`config.mk`:
```
export PLATFORM = sky130hd
export DESIGN_NAME = sensor_ring_line_direction
export DESIGN_NICKNAME = d
export VERILOG_FILES = /design/src/srld_pkg.sv /design/src/srld_lane.sv /design/src/srld_merge.sv /design/src/srld_dir.sv /design/src/sensor_ring_line_direction.sv
export SDC_FILE = /design/constraint.sdc
export NUM_CORES = 1
export LEC_CHECK = 0
export ABC_AREA = 1
export BUFFER_PORTS_ARGS = -buffer_cell sky130_fd_sc_hd__buf_2
export CAP_MARGIN = 20
export CORE_MARGIN = 5
export CORE_UTILIZATION = 49
export DETAILED_ROUTE_END_ITERATION = 16
export PLACE_DENSITY_LB_ADDON = 0.2
export SLEW_MARGIN = 20
export SYNTH_ARGS = -nofsm -noshare
export SYNTH_HDL_FRONTEND = slang
export SYNTH_SLANG_ARGS = --single-unit
```
`constraint.sdc`:
```
create_clock -name clk -period 17 [get_ports clk]
set_input_delay 1.7 -clock clk [delete_from_list [all_inputs] [get_ports clk]]
set_output_delay 1.7 -clock clk [all_outputs]
set_load 0.01 [all_outputs]
```
`src/srld_pkg.sv`:
```
// shared constants, types and the direction table for the sensor ring line direction block
package srld_pkg;

  localparam int SENSOR_COUNT = 24;
  localparam int MASK_W       = 24;
  localparam int IDX_W        = $clog2(SENSOR_COUNT);
  localparam int GAP_W        = $clog2(SENSOR_COUNT + 1);
  localparam int CNT_W        = $clog2(SENSOR_COUNT + 1);
  localparam int HALF_W       = $clog2(4 * SENSOR_COUNT);
  localparam int LUT_DEPTH    = 1 << HALF_W;
  localparam int HALF_RING    = SENSOR_COUNT / 2;

  localparam int DIR_W        = 9;
  localparam int GAP_OUT_W    = 4;
  localparam int CNT_OUT_W    = 5;
  localparam int DIFF_W       = DIR_W + 1;

  localparam int HALF_TURN    = 180;
  localparam int FULL_TURN    = 360;
  localparam int JUMP_LIMIT   = 120;

  // one lane: the gap that ends at this lane's sensor
  typedef struct packed {
    logic             lit;
    logic [GAP_W-1:0] gap;
    logic [IDX_W-1:0] start;
  } lane_t;

  // merged result of all lanes
  typedef struct packed {
    logic             lit;
    logic [GAP_W-1:0] gap;
    logic [IDX_W-1:0] start;
    logic [CNT_W-1:0] count;
  } best_t;

  typedef logic signed [DIR_W-1:0] dir_lut_t [LUT_DEPTH];

  // index is the angle in half sensor steps plus a half turn
  function automatic dir_lut_t build_dir_lut();
    dir_lut_t lut;
    int       v;
    for (int i = 0; i < LUT_DEPTH; i++) begin
      v = i;
      while (v > SENSOR_COUNT) v = v - 2 * SENSOR_COUNT;
      while (v <= -SENSOR_COUNT) v = v + 2 * SENSOR_COUNT;
      lut[i] = DIR_W'((v * HALF_TURN) / SENSOR_COUNT);
    end
    return lut;
  endfunction

endpackage

```
`src/srld_lane.sv`:
```
// one sensor lane: distance back to the previous lit sensor round the ring
module srld_lane
  import srld_pkg::*;
(
  input  logic [IDX_W-1:0]        lane_idx,
  input  logic [SENSOR_COUNT-1:0] rot_mask,
  output lane_t                   res
);

  logic [GAP_W-1:0] back_steps;
  logic [IDX_W:0]   start_raw;

  // rot_mask bit k is the sensor k steps behind this one; bit 0 is this sensor
  always_comb begin
    back_steps = GAP_W'(SENSOR_COUNT);
    for (int k = SENSOR_COUNT - 1; k >= 1; k--) begin
      if (rot_mask[k]) back_steps = GAP_W'(k);
    end
  end

  assign start_raw = (IDX_W + 1)'(lane_idx) + (IDX_W + 1)'(SENSOR_COUNT)
                   - (IDX_W + 1)'(back_steps);

  always_comb begin
    res.lit = rot_mask[0];
    res.gap = back_steps;
    if (start_raw >= (IDX_W + 1)'(SENSOR_COUNT)) begin
      res.start = IDX_W'(start_raw - (IDX_W + 1)'(SENSOR_COUNT));
    end else begin
      res.start = IDX_W'(start_raw);
    end
  end

endmodule

```
`src/srld_merge.sv`:
```
// merge stage: widest gap over all lanes by a compare tree, plus lit count
module srld_merge
  import srld_pkg::*;
(
  input  logic  clk,
  input  logic  en,
  input  lane_t lanes [SENSOR_COUNT],
  output best_t best_r
);

  localparam int LEAVES = 1 << IDX_W;

  lane_t            node [2 * LEAVES - 1];
  logic [CNT_W-1:0] count;
  best_t            best_nxt;

  // wider gap wins, smaller start on a tie
  function automatic lane_t pick(lane_t a, lane_t b);
    lane_t r;
    r = a;
    if (!a.lit) r = b;
    else if (b.lit && (b.gap > a.gap || (b.gap == a.gap && b.start < a.start))) r = b;
    return r;
  endfunction

  always_comb begin
    for (int i = 0; i < LEAVES; i++) begin
      if (i < SENSOR_COUNT) node[LEAVES - 1 + i] = lanes[i];
      else                  node[LEAVES - 1 + i] = '0;
    end
    for (int i = LEAVES - 2; i >= 0; i--) begin
      node[i] = pick(node[2 * i + 1], node[2 * i + 2]);
    end
  end

  always_comb begin
    count = '0;
    for (int i = 0; i < SENSOR_COUNT; i++) begin
      count = count + CNT_W'(lanes[i].lit);
    end
  end

  always_comb begin
    best_nxt.lit   = node[0].lit;
    best_nxt.gap   = node[0].gap;
    best_nxt.start = node[0].start;
    best_nxt.count = count;
  end

  always_ff @(posedge clk) begin
    if (en) best_r <= best_nxt;
  end

endmodule

```
`src/srld_dir.sv`:
```
// direction stage: angle lookup, gap folding and the half-out flag state
module srld_dir
  import srld_pkg::*;
(
  input  logic                    clk,
  input  logic                    rst_n,
  input  logic                    en,
  input  best_t                   best,
  output logic signed [DIR_W-1:0] line_direction,
  output logic [GAP_OUT_W-1:0]    widest_gap,
  output logic                    half_out,
  output logic                    on_line,
  output logic [CNT_OUT_W-1:0]    lit_count
);

  localparam dir_lut_t DirLut = build_dir_lut();

  logic [HALF_W-1:0]        half_idx;
  logic signed [DIR_W-1:0]  dir;
  logic [GAP_W-1:0]         gap_fold;
  logic signed [DIFF_W-1:0] diff;
  logic signed [DIFF_W-1:0] mag;
  logic signed [DIFF_W-1:0] mag_short;
  logic                     jump;

  logic signed [DIR_W-1:0]  last_dir_r, last_dir_nxt;
  logic                     last_lit_r, last_lit_nxt;
  logic                     flag_r, flag_nxt;
  logic [GAP_OUT_W-1:0]     gap_r, gap_nxt;
  logic [CNT_OUT_W-1:0]     count_r, count_nxt;

  assign half_idx = HALF_W'(best.start) + HALF_W'(best.start) + HALF_W'(best.gap)
                  + HALF_W'(SENSOR_COUNT);
  assign dir      = DirLut[half_idx];
  assign gap_fold = (best.gap > GAP_W'(HALF_RING)) ? GAP_W'(SENSOR_COUNT) - best.gap : best.gap;

  // jump measured the short way round
  assign diff      = DIFF_W'(dir) - DIFF_W'(last_dir_r);
  assign mag       = (diff < 0) ? -diff : diff;
  assign mag_short = (mag > DIFF_W'(HALF_TURN)) ? DIFF_W'(FULL_TURN) - mag : mag;
  assign jump      = mag_short > DIFF_W'(JUMP_LIMIT);

  always_comb begin
    if (best.lit) begin
      last_dir_nxt = dir;
      last_lit_nxt = 1'b1;
      flag_nxt     = (last_lit_r && jump) ? !flag_r : flag_r;
      gap_nxt      = GAP_OUT_W'(gap_fold);
    end else begin
      last_dir_nxt = '0;
      last_lit_nxt = 1'b0;
      flag_nxt     = 1'b0;
      gap_nxt      = '0;
    end
    count_nxt = CNT_OUT_W'(best.count);
  end

  always_ff @(posedge clk) begin
    if (!rst_n) begin
      last_dir_r <= '0;
      last_lit_r <= 1'b0;
      flag_r     <= 1'b0;
    end else if (en) begin
      last_dir_r <= last_dir_nxt;
      last_lit_r <= last_lit_nxt;
      flag_r     <= flag_nxt;
    end
  end

  always_ff @(posedge clk) begin
    if (en) begin
      gap_r   <= gap_nxt;
      count_r <= count_nxt;
    end
  end

  assign line_direction = last_dir_r;
  assign widest_gap     = gap_r;
  assign half_out       = flag_r;
  assign on_line        = last_lit_r;
  assign lit_count      = count_r;

endmodule

```
`src/sensor_ring_line_direction.sv`:
```
// top level of the sensor ring line direction block
//
//  channel | direction | handshake         | payload
//  --------+-----------+-------------------+-------------------------------------------
//  in_     | input     | in_valid/in_stall | white_mask[23:0]
//  out_    | output    | out_valid/out_stall | line_direction, widest_gap, half_out,
//          |           |                   | on_line, lit_count
//
//  three stages: lane registers, merge tree register, direction/state register
//  an accepted mask passes the lane, merge and direction registers in that order before out_valid
//  one transaction per cycle while out_stall is low, the direction stage flag state feeds back per result
//  synchronous active-low reset clears valid bits and the kept direction state
//  a stall on out_ only backs up as far as the first empty stage
module sensor_ring_line_direction
  import srld_pkg::*;
(
  input  logic                    clk,
  input  logic                    rst_n,
  input  logic                    in_valid,
  output logic                    in_stall,
  input  logic [MASK_W-1:0]       in_white_mask,
  output logic                    out_valid,
  input  logic                    out_stall,
  output logic signed [DIR_W-1:0] out_line_direction,
  output logic [GAP_OUT_W-1:0]    out_widest_gap,
  output logic                    out_half_out,
  output logic                    out_on_line,
  output logic [CNT_OUT_W-1:0]    out_lit_count
);

  // stage valid bits
  logic v1_r, v1_nxt;
  logic v2_r, v2_nxt;
  logic v3_r, v3_nxt;
  logic rdy1, rdy2, rdy3;
  logic en1, en2, en3;

  logic [SENSOR_COUNT-1:0] mask;
  lane_t                   lane_c [SENSOR_COUNT];
  lane_t                   lane_r [SENSOR_COUNT];
  best_t                   best_r;

  // each stage moves when it is empty or its successor moves
  assign rdy3 = !v3_r || !out_stall;
  assign rdy2 = !v2_r || rdy3;
  assign rdy1 = !v1_r || rdy2;
  assign en1  = in_valid && rdy1;
  assign en2  = v1_r && rdy2;
  assign en3  = v2_r && rdy3;

  assign in_stall  = !rdy1;
  assign out_valid = v3_r;

  assign v1_nxt = rdy1 ? in_valid : v1_r;
  assign v2_nxt = rdy2 ? v1_r : v2_r;
  assign v3_nxt = rdy3 ? v2_r : v3_r;

  always_ff @(posedge clk) begin
    if (!rst_n) begin
      v1_r <= 1'b0;
      v2_r <= 1'b0;
      v3_r <= 1'b0;
    end else begin
      v1_r <= v1_nxt;
      v2_r <= v2_nxt;
      v3_r <= v3_nxt;
    end
  end

  // sensors beyond the mask width read as dark, mask bits beyond the ring are dropped
  generate
    for (genvar i = 0; i < SENSOR_COUNT; i++) begin : g_mask
      if (i < MASK_W) begin : g_in
        assign mask[i] = in_white_mask[i];
      end else begin : g_pad
        assign mask[i] = 1'b0;
      end
    end
  endgenerate

  // one lane per sensor, each sees the ring rotated to its own position
  generate
    for (genvar i = 0; i < SENSOR_COUNT; i++) begin : g_lane
      logic [SENSOR_COUNT-1:0] rot;
      for (genvar k = 0; k < SENSOR_COUNT; k++) begin : g_rot
        assign rot[k] = mask[(i - k + SENSOR_COUNT) % SENSOR_COUNT];
      end
      srld_lane u_lane (
        .lane_idx (IDX_W'(i)),
        .rot_mask (rot),
        .res      (lane_c[i])
      );
    end
  endgenerate

  always_ff @(posedge clk) begin
    if (en1) lane_r <= lane_c;
  end

  srld_merge u_merge (
    .clk    (clk),
    .en     (en2),
    .lanes  (lane_r),
    .best_r (best_r)
  );

  // the direction stage state doubles as the output register
  srld_dir u_dir (
    .clk            (clk),
    .rst_n          (rst_n),
    .en             (en3),
    .best           (best_r),
    .line_direction (out_line_direction),
    .widest_gap     (out_widest_gap),
    .half_out       (out_half_out),
    .on_line        (out_on_line),
    .lit_count      (out_lit_count)
  );

endmodule

```
=== Word-level counts from Yosys, hierarchy flattened ===
Memories as Yosys holds them, arrays and structs flattened.
Index checks and enable logic that the tools add are counted.

* Memories: 1
* Output and inout port bits: 22
* Register bits after elaboration: 303
* Memory bits (read-only): 1152
* Logic and storage cells: 978
* Input port bits: 28

{| class="wikitable"
|+ Memories
! name !! depth !! width !! rd ports !! clocked after memory_dff !! wr ports !! RTL line !! text
|-
| (no name shown) || 128 || 9 || 1 || 0 || 0 || srld_dir.sv:34 || <nowiki>assign dir = DirLut[half_idx];</nowiki>
|}

* Equal/unequal tests: 24
* Add/sub/neg operators: 78
* $lt $le $gt $ge: 75
* Reduce and logical (&&, ||, !) cells: 83
* Multiplexer cells: 632
* Bitwise gates (word level): 1

{| class="wikitable"
|+ Operator list
! cell !! number
|-
| 2-to-1 mux 5 bit || 384
|-
| 2-to-1 mux 4 bit || 193
|-
| 2-to-1 mux 11 bit || 47
|-
| greater-or-equal comparator 6 x 5 -> 1 bit, second input constant || 24
|-
| subtractor 5 bit, second input constant || 24
|-
| equality test 5 bit || 23
|-
| > comparator 5 bit || 23
|-
| less-than comparator 5 bit || 23
|-
| adder 5 x 1 -> 5 bit || 22
|-
| subtractor 6 x 5 -> 6 bit, first input constant || 16
|-
| logical AND 1 bit || 50
|-
| subtractor 5 x 5 -> 6 bit, first input constant || 8
|-
| 2-to-1 mux 9 bit || 3
|-
| logical OR 1 bit || 26
|-
| 2-to-1 mux 10 bit || 2
|-
| > comparator 10 x 8 -> 1 bit, second input constant || 1
|-
| > comparator 10 x 9 -> 1 bit, second input constant || 1
|-
| less-than comparator 10 x 1 -> 1 bit, second input constant || 1
|-
| negation 10 bit || 1
|-
| subtractor 10 bit, first input constant || 1
|-
| subtractor 9 x 9 -> 10 bit || 1
|-
| greater-or-equal comparator 8 bit, second input constant || 1
|-
| inverter 7 -> 8 bit || 1
|-
| adder 6 x 5 -> 7 bit || 1
|-
| other kinds (9) || 16
|}

=== Depth between registers and ports, before layout ===
Gate-level depths: netlist (run 1).

* Depth in word-level cells: 30
* Mapped depth: 60
* Gate-level depth less buffers: 57

=== Cells and area by module ===
Synthesis (run 1) repeated with hierarchy kept, for this count alone.

* Cell total of the unflattened synthesis: 5005
* Area total of the unflattened synthesis: 33728.6 sq um

{| class="wikitable"
|+ Modules (own cells, without submodules)
! module !! cells each !! area an instance (sq um) !! times used
|-
| srld_lane || 116 || 583.1 || 24
|-
| srld_merge || 1514 || 9043.7 || 1
|-
| sensor_ring_line_direction || 285 || 8067.7 || 1
|-
| srld_dir || 422 || 2623.8 || 1
|}

=== Least setup slack after synthesis (run 1) ===
OpenSTA, ideal clock, no wires.

* Path kind: input to register
* Start: in out_stall
* End: reg lane_r[0] (netlist name), enable pin
* Setup time: 0.851 ns
* Cell stages on the path: 5
* Data required time: 16.149 ns
* Path slack: 4.091 ns
* Arrival: 12.059 ns
* Path through: nand2_1 > nor2_1 > inv_1 > nor2_1 > nor2_1

* Longest elaborated chain between the ends: 5

{| class="wikitable"
|+ RTL lines
! what !! RTL line !! text
|-
| start: declaration || sensor_ring_line_direction.sv:23 || <nowiki>input logic out_stall,</nowiki>
|-
| zero test 1 bit || sensor_ring_line_direction.sv:44 || <nowiki>assign rdy3 = !v3_r || !out_stall;</nowiki>
|-
| logical OR 1 bit || sensor_ring_line_direction.sv:44 ||
|-
| logical OR 1 bit || sensor_ring_line_direction.sv:45 || <nowiki>assign rdy2 = !v2_r || rdy3;</nowiki>
|-
| logical OR 1 bit || sensor_ring_line_direction.sv:46 || <nowiki>assign rdy1 = !v1_r || rdy2;</nowiki>
|-
| logical AND 1 bit || sensor_ring_line_direction.sv:47 || <nowiki>assign en1 = in_valid && rdy1;</nowiki>
|-
| via en1 || sensor_ring_line_direction.sv:36 || <nowiki>logic en1, en2, en3;</nowiki>
|-
| end signal: assignment || sensor_ring_line_direction.sv:97 || <nowiki>if (en1) lane_r <= lane_c;</nowiki>
|-
| end: declaration || sensor_ring_line_direction.sv:40 || <nowiki>lane_t lane_r [SENSOR_COUNT];</nowiki>
|}

The timed path passes the listed nets, and every way through them passes these cells.
A chain may end at the register's enable or synchronous reset.

==> results.md, run 1 <==
- PD cells: 191 nW/um^2
- Post-Synth Simple-Gate Area: 20.6%
- DR DRC count: 0
- Top FF cell, synth: edfxtp_1
- Fillers: 4,469
- Pin count of the biggest net entering global routing: 185
- Area grow syn2layout: 8.85%
- Min cycle time layout: 8.73 ns
- Row Count: 79
- CTS Buf Count: 36
- Leakage power: 11.9 nW
- MaxCap Viol Count: 0
- Final Cycle Share: 51.3%
- DR iter-0 viols: 1,683
- Worst-Margin Slew: 1.11 ns
- Comb power frac: 64.6%
- Pins over their slew limit: 0
- Clock power frac: 16.2%
- Yosys top cell by area: edfxtp_1
- Yosys warns: 0
- CTS root buffer: clkbuf_16
- Die footprint: 51,400 sq um
- First-pass GRT wire length: 110 mm
- Final Cell Area: 25,100 sq um
- Sequential share of power: 19.2%
- Critical path's slowest cell: o21ai_0
- XOR/XNOR share of the synthesized area: 2.02%
- Sw power: 2.35 mW
- Seq cells post-synth: 282
- Critical R2R Launch: lane_r[158]$_DFFE_PP_
- # hold bufs at CTS: 0
- Sw Ratio: 49.3%
- GRT Total Usage: 28.0%
- Die Y: 227 um
- Status: finished clean
- Post-CTS sizing: 0
- Synth Area in Adders: 17.1%
- Final weighted congestion in routability-driven placement: 1.02
- TritonCTS clock tree: yes
- Main combinational cell family by area after synthesis: simple AND/OR/NAND/NOR gates
- DPL Wire Length: 59.6 mm
- DR pass1 iterations: 6
- Share of cells above drive strength 1: 4.38%
- Peak VDD IR: 0.619 mV
- Library cells used by synthesis: 54
- Final Instance Count excl. Fillers: 3,690
- Hold Path Sink: u_dir.lit_count[2]$_DFFE_PP_
- RSZ-0062 raised after global routing: no
- Vias per inst: 5.50
- Final Hold Fails: 0
- Critical Setup Path Class: flip-flop to flip-flop
- Area contributors post-synth: edfxtp_1 (35%), ha_1 (15%), inv_1 (9.8%)
- Rel. slew slack: 25.4%
- EDFF count, synth: 268
- # port buffers: 49
- Placed inst area: 23,900 sq um
- Req. time, crit path: 17.31 ns
- IO Pins: 50
- Hold Crit Class: flip-flop to flip-flop
- Syn Inst Count: 3,015
- ANT nets after route: 0
- Initial antenna violation count: 2
- Vias in the first global route: 19,600
- Gr ovfl total: 0
- Routed WL: 72.9 mm
- Cell Count Post-Placement: 3,625
- Initial Util: 49.4%
- Routed wire per std cell: 19.7 um
- Hold path start: u_merge.best_r[2]$_DFFE_PP_
- Core Util, Final: 53.8%
- Hold path depth: 0
- Syn_area_per_cell: 7.63 sq um
- Int Pwr: 2.42 mW
- Netlist Area Pre-Place: 23,000 sq um
- Vias: 20,300
- Worst Clk Skew: 0.0137 ns
- Crit-path max cell delay: 0.49 ns
- Area share of the largest cell type after synthesis: 35.0%
- Highest Clock Rate: 115 MHz
- Worst skew pair latency: 0.56 ns
- Syn Nets: 3,347
- H-tree Lvls: 2
- Flop2flop setup slack: 8.27 ns
- Die W: 227 um
- Core region area: 46,600 sq um
- Startpoint Class: flip-flop
- R2R cell count: 45
- RR Endpoint: u_merge.best_r[10]$_DFFE_PP_
- Crit. End Element: flip-flop
- Crit-path max FO: 19
- Post-synthesis mux area share: 0%
- Seq/Total Area, Yosys: 36.2%
- Setup_tns: 0 ns
- Synth Area in Compound Gates: 13.2%
- Clock-pin slew on the worst setup and hold paths: 0.06 ns
- Clk buf depth: 3
- Clk sinks: 282
- Worst Path Arrival: 9.03 ns
- Final setup fails: 0
- Setup bufs post-CTS: 0
- Fraction of registers with async set/reset: 0%
- Final nets: 3,388
==> power by group through the flow <==
stage          Combinational (mW)  Sequential (mW)  Clock [mW]
3_3_place_gp                 2.89            0.928           0
3_5_place_dp                 3.01            0.930           0
5_1_grt                      3.47            0.923       0.815
4_1_cts                      3.04            0.916       0.790
6_report                     3.08            0.916       0.776
2_1_floorplan                2.34            0.928           0
==> cell type report <==
| cell class | count | area (sq um) | share of cell area, % |
|---|---|---|---|
| antenna | 1 | 2.50 | 0.00999 |
| clock buffer | 44 | 952 | 3.80 |
| clock inverter | 20 | 224 | 0.894 |
| inverter | 608 | 2280 | 9.11 |
| multi-input combinational | 2073 | 12200 | 48.7 |
| sequential | 282 | 8330 | 33.2 |
| tap | 607 | 759 | 3.03 |
| timing repair buffer | 55 | 303 | 1.21 |
==> kinds of logic after synthesis <==
| group | after synthesis |
|---|---|
| xor+xnor | 53 |
| buf+inv | 660 |
| compound gates | 560 |
| fa+ha+maj | 304 |
| flops | 282 |
| simple gates | 1156 |
==> synthesized netlist by cell type, drive strengths merged, types with 7 or more instances <==
cell type and instances:
ha 285, o211ai 23, nor2 345, edfxtp 268, nand4 16, nand2 616, xor2 40, inv 605
fa 19, nor3 32, nor3b 8, a21oi 174, xnor2 13, a2111oi 7, a31oi 8, nand3 117
clkbuf 46, dfxtp 14, a211oi 12, o21ai 301
==> flip-flops by register name (all words and copies together) (netlist names) <==
signal / flops
lane_r: 243
u_merge.best_r: 16
u_dir.on_line: 1
u_dir.line_direction: 9
v1_r: 1
u_dir.lit_count: 5
out_valid: 1
u_dir.half_out: 1
v2_r: 1
u_dir.widest_gap: 4
==> critical path, delay by kind of cell, from the launching register on <==
family / cells / cell delay [ns]
fa+ha+maj: 5 / 1.69
flops: 1 / 0.39
simple gates: 24 / 2.18
buf+inv: 3 / 0.62
compound gates: 13 / 3.58
==> worst max-delay path by stage <==
stage / start / slack (ns) / to / cells after the start
5_1_grt: lane_r[139]$_DFFE_PP_ / 7.20 / u_merge.best_r[10]$_DFFE_PP_ / 43
3_5_place_dp: lane_r[139]$_DFFE_PP_ / 8.38 / u_merge.best_r[14]$_DFFE_PP_ / 42
6_report: lane_r[158]$_DFFE_PP_ / 8.27 / u_merge.best_r[10]$_DFFE_PP_ / 45
3_3_place_gp: lane_r[139]$_DFFE_PP_ / 8.58 / u_merge.best_r[7]$_DFFE_PP_ / 46
4_1_cts: lane_r[139]$_DFFE_PP_ / 8.35 / u_merge.best_r[10]$_DFFE_PP_ / 42
2_1_floorplan: out_stall / 4.09 / lane_r[0]$_DFFE_PP_ / 5
==> cells in the final DEF, fill, tap and decap left out, types with 14 or more instances in the layout <==
cell / n
o21ai_0: 291
xor2_1: 40
nor2_1: 343
a21oi_1: 174
fa_1: 19
nand4_1: 16
clkbuf_16: 37
nand3_1: 115
nor3_1: 31
edfxtp_1: 268
ha_1: 285
buf_2: 49
o211ai_1: 23
nand2_1: 600
inv_1: 601
dfxtp_1: 14
==> per-stage QoR <==
step | hold slack, ns | setup slack [ns] | total power [mW]
floorplan | 0.400 | 4.09 | 3.26
finish | 0.416 | 8.27 | 4.77
global placement | 0.402 | 8.58 | 3.81
global route | 0.422 | 7.20 | 5.21
CTS | 0.418 | 8.35 | 4.75
detailed placement | 0.405 | 8.38 | 3.95
==> per-layer routing <==
layer,vias to the layer above,global-route usage [%],share of wire [%]
met4,2,9.43,3.8
met5,-,0,0.0096
li1,9951,-,-
met3,151,4.27,6.7
met1,9531,36.1,42
met2,673,48.3,48
No activity file was read; power rests on OpenSTA's default activity.
==> inputs of run 2 (changes only) <==
--- a/config.mk
+++ b/config.mk
@@ -5,7 +5,7 @@
 export SDC_FILE = /design/constraint.sdc
 export NUM_CORES = 1
 export LEC_CHECK = 0
-export ABC_AREA = 1
+export ABC_AREA = 0
 export BUFFER_PORTS_ARGS = -buffer_cell sky130_fd_sc_hd__buf_2
 export CAP_MARGIN = 20
 export CORE_MARGIN = 5
==> constraint.sdc (replaced) <==
create_clock -name clk -period 7.5 [get_ports clk]
set_input_delay 0.75 -clock clk [delete_from_list [all_inputs] [get_ports clk]]
set_output_delay 0.75 -clock clk [all_outputs]
set_load 0.01 [all_outputs]
==> run 2 against run 1 <==
The run now ends with setup timing left. Area after synthesis increased by 3.1%. Register-to-register slack got worse by 9.9 ns. Utilization is 9.1 points higher. Final area rose by 20%. Routed wire length up 13%. Worst hold slack better by 0.0022 ns. Via count rose by 6.5%. Total power rose to 2.9 times the previous value.
==> results.md, run 2 <==
- Status: complete, but fails checks
- Violated checks: setup timing
- Share of cells above drive strength 1: 25.6% (+21 points)
- Post-synth top cells: inv_1 (351), ha_1 (285), edfxtp_1 (268)
- Flop2flop setup slack: -1.59 ns (-9.86 ns)
- Final Cell Area: 30,100 sq um (+20%)
- DR iter-0 viols: 2,103 (+25%)
- Area grow syn2layout: 26.9%
- Rel. slew slack: 18.6% (-6.8 points)
- Synth Area in Adders: 16.7% (-0.47 points)
- Yosys top cell by area: edfxtp_1
- Most common cell after layout, fill and taps aside: buf_4
- Final Instance Count excl. Fillers: 3,703 (+0.35%)
- Fraction of registers with async set/reset: 0% (unchanged)
- Row Count: 80 (+1.3%)
- CTS root buffer: clkbuf_16
- Vias: 21,600 (+6.5%)
- Highest Clock Rate: 110 MHz (-4.0%)
- Main combinational cell family by area after synthesis: adder cells
- MaxCap Viol Count: 0 (unchanged)
- Crit-path max cell delay: 0.44 ns (-0.05 ns)
- Worst Path Arrival: 9.40 ns (+0.37 ns)
- Gr ovfl total: 0 (unchanged)
- Final weighted congestion in routability-driven placement: 1.03 (+1.4%)
- Syn Nets: 2,916 (-13%)
- Seq cells post-synth: 282 (unchanged)
- Hold Crit Class: primary input to flip-flop
- Critical path's slowest cell: edfxtp_1
- Clock-pin slew on the worst setup and hold paths: 0.07 ns (about the same)
- Worst skew pair latency: 0.56 ns (about the same)
- Multi-input gate area: 14,600 sq um (+20%)
- Core region area: 47,800 sq um (+2.8%)
- Final Cycle Share: 121% (+70 points)
- Clk sinks: 282 (unchanged)
- Crit path from: lane_r[163]$_DFFE_PP_
- R2R cell count: 45 (unchanged)
- Area share of the largest cell type after synthesis: 33.9% (-1.0 points)
- Area contributors post-synth: edfxtp_1 (34%), ha_1 (15%), mux2i_1 (5.6%)
- Library cells used by synthesis: 99 (+83%)
- Leakage power: 13.9 nW (+17%)
- Cell Count Post-Placement: 3,589 (-0.99%)
- Final setup fails: 10 (+10)
- Clk buf depth: 3 (unchanged)
- Syn_area_per_cell: 9.18 sq um (+20%)
- H-tree Lvls: 2 (unchanged)
- ANT nets after route: 0 (unchanged)
- Top reg by flops: lane_r
- Worst Clk Skew: 0.0226 ns (+0.00896 ns)
- Worst-Margin Slew: 1.21 ns (+0.0987 ns)
- Critical R2R Launch: lane_r[163]$_DFFE_PP_
- Crit-path max FO: 8 (-11)
- Core Util, Final: 62.9% (+9.1 points)
- GRT Total Usage: 30.3% (+2.3 points)
- Top-count cell post-synth: inv_1
- Fillers: 3,981 (-11%)
- Syn Inst Count: 2,584 (-14%)
- Register area: 8330 sq um (unchanged)
- Top FF cell, synth: edfxtp_1
- Final Hold Fails: 0 (unchanged)
- # hold bufs at CTS: 0 (unchanged)
- RSZ-0062 raised after global routing: yes
- Placed inst area: 27,700 sq um (+16%)
- Max reg flops: 243 (unchanged)
- Initial antenna violation count: 1 (-1)
- RR Endpoint: u_merge.best_r[10]$_DFFE_PP_
- Overall Power: 13.8 mW (+190%)
- DR DRC count: 0 (unchanged)
- DPL Wire Length: 65.3 mm (+9.6%)
- Peak VDD IR: 0.563 mV (-9.0%)
- Post-synthesis mux area share: 7.76% (+7.8 points)
- IO Pins: 50 (unchanged)
- Crit. End Element: flip-flop
- Setup_tns: -15.74 ns (-15.74 ns)
- Pin count of the biggest net entering global routing: 155 (-16%)
- Routed wire per std cell: 22.2 um (+13%)
- First-pass GRT wire length: 125 mm (+13%)
- Die W: 230 um (+1.5%)
- Yosys warns: 0 (unchanged)
- Post-Synth Simple-Gate Area: 15.7% (-5.0 points)
- Most frequent cells in the layout: buf_4 (447), inv_1 (343), ha_1 (270)
- Initial Util: 49.6% (+0.15 points)
- Critical Setup Path Class: flip-flop to flip-flop
- Req. time, crit path: 7.81 ns (-9.50 ns)
- CTS Buf Count: 37 (+2.8%)
- Startpoint Class: flip-flop
- Worst setup margin: -1.59 ns (-9.86 ns)
- TritonCTS clock tree: yes
- Seq/Total Area, Yosys: 35.1% (-1.1 points)
- Min cycle time layout: 9.09 ns (+0.363 ns)
- # port buffers: 49 (unchanged)
- DR pass1 iterations: 6 (unchanged)
- Pins over their slew limit: 0 (unchanged)
- XOR/XNOR share of the synthesized area: 1.69% (-0.33 points)
- PD cells: 457 nW/um^2 (+140%)
- Synth Area in Compound Gates: 16.0% (+2.9 points)
- Vias per inst: 5.84 (+6.1%)
- Netlist Area Pre-Place: 23,700 sq um (+3.1%)
- Die footprint: 52,900 sq um (+2.9%)
- Final nets: 3,395 (+0.21%)
- EDFF count, synth: 268 (unchanged)
- CP endpoint: u_merge.best_r[10]$_DFFE_PP_
- Die Y: 230 um (+1.5%)
- Routed WL: 82.3 mm (+13%)
- Vias in the first global route: 21,800 (+11%)
## run 2: cell types whose count changed after synthesis, sizes merged, moves of 61 or more
cell,before,now
nor2,345,264
o21ai,301,120
nand3,117,38
mux2i,0,134
nand2,616,149
inv,605,351
a21o,1,62
## run 2: final cells by class
| class | count | area share [%] |
|---|---|---|
| Timing Repair Buffer | 513 | 12.8 |
| Sequential cell | 282 | 27.7 |
| Multi-Input combinational cell | 1878 | 48.6 |
| Inverter | 351 | 4.38 |
| Clock buffer | 42 | 3.14 |
| Antenna cell | 1 | 0.00831 |
| Clock inverter | 21 | 0.910 |
| Tap cell | 615 | 2.56 |
## run 2: per-layer routing
| layer | vias up | wire length (um) | part of all wire, % | GRT usage, % |
|---|---|---|---|---|
| li1 | 10200 | - | - | - |
| met1 | 10300 | 34900 | 42 | 40.8 |
| met2 | 900 | 37100 | 45 | 48.9 |
| met3 | 184 | 6900 | 8.4 | 5.51 |
| met4 | 0 | 3420 | 4.2 | 11.7 |
| met5 | - | 0 | 0 | 0 |
## run 2: worst min path at each step
stage                                 from                      endpoint  slack [ns]  cells after the start
3_3_place_gp   u_merge.best_r[3]$_DFFE_PP_  u_dir.lit_count[3]$_DFFE_PP_        0.41                      0
5_1_grt                           in_valid             v1_r$_SDFFE_PN0N_        0.43                      2
4_1_cts                           in_valid             v1_r$_SDFFE_PN0N_        0.40                      2
6_report                          in_valid             v1_r$_SDFFE_PN0N_        0.42                      2
2_1_floorplan  u_merge.best_r[0]$_DFFE_PP_  u_dir.lit_count[0]$_DFFE_PP_        0.40                      0
3_5_place_dp   u_merge.best_r[4]$_DFFE_PP_  u_dir.lit_count[4]$_DFFE_PP_        0.41                      0
## run 2: logic make-up after synthesis
| group | count (synthesis) |
|---|---|
| AOI/OAI and AO/OA | 580 |
| buffers and inverters | 425 |
| adders and majority gates | 305 |
| xor gates and xnor gates | 44 |
| DFF | 282 |
| and+or+nand+nor | 771 |
| muxes | 177 |
## run 2: worst max-delay path: cells and delay by family, from the launching register on
family	cells	cell delay (ns)
adder cells (fa/ha/maj)	5	1.37
AND/OR/NAND/NOR	11	1.40
multiplexers	4	1.17
AO/OA/AOI/OAI	17	3.41
flip-flops	1	0.44
buffers and inverters	8	1.04
## run 2: timing repair
item,in CTS,in global routing
gates resized for setup,98,53
pin swaps,36,24
gates cloned,3,0
setup endpoints to repair,10,10
buffers inserted,38,11
## run 2: through the flow
step	hold WS [ns]	setup WS [ns]
floorplan	0.400	-0.718
global placement	0.407	-1.47
detailed placement	0.406	-1.78
CTS	0.402	-1.33
global route	0.426	-1.97
finish	0.418	-1.59
## run 2: power breakdown
part / internal, mW / leakage [nW] / switching (mW)
clock: 1.11 / 0.579 / 0.719
sequential: 2.02 / 2.70 / 0.112
combinational: 4.59 / 10.6 / 5.21
total: 7.72 / 13.9 / 6.04
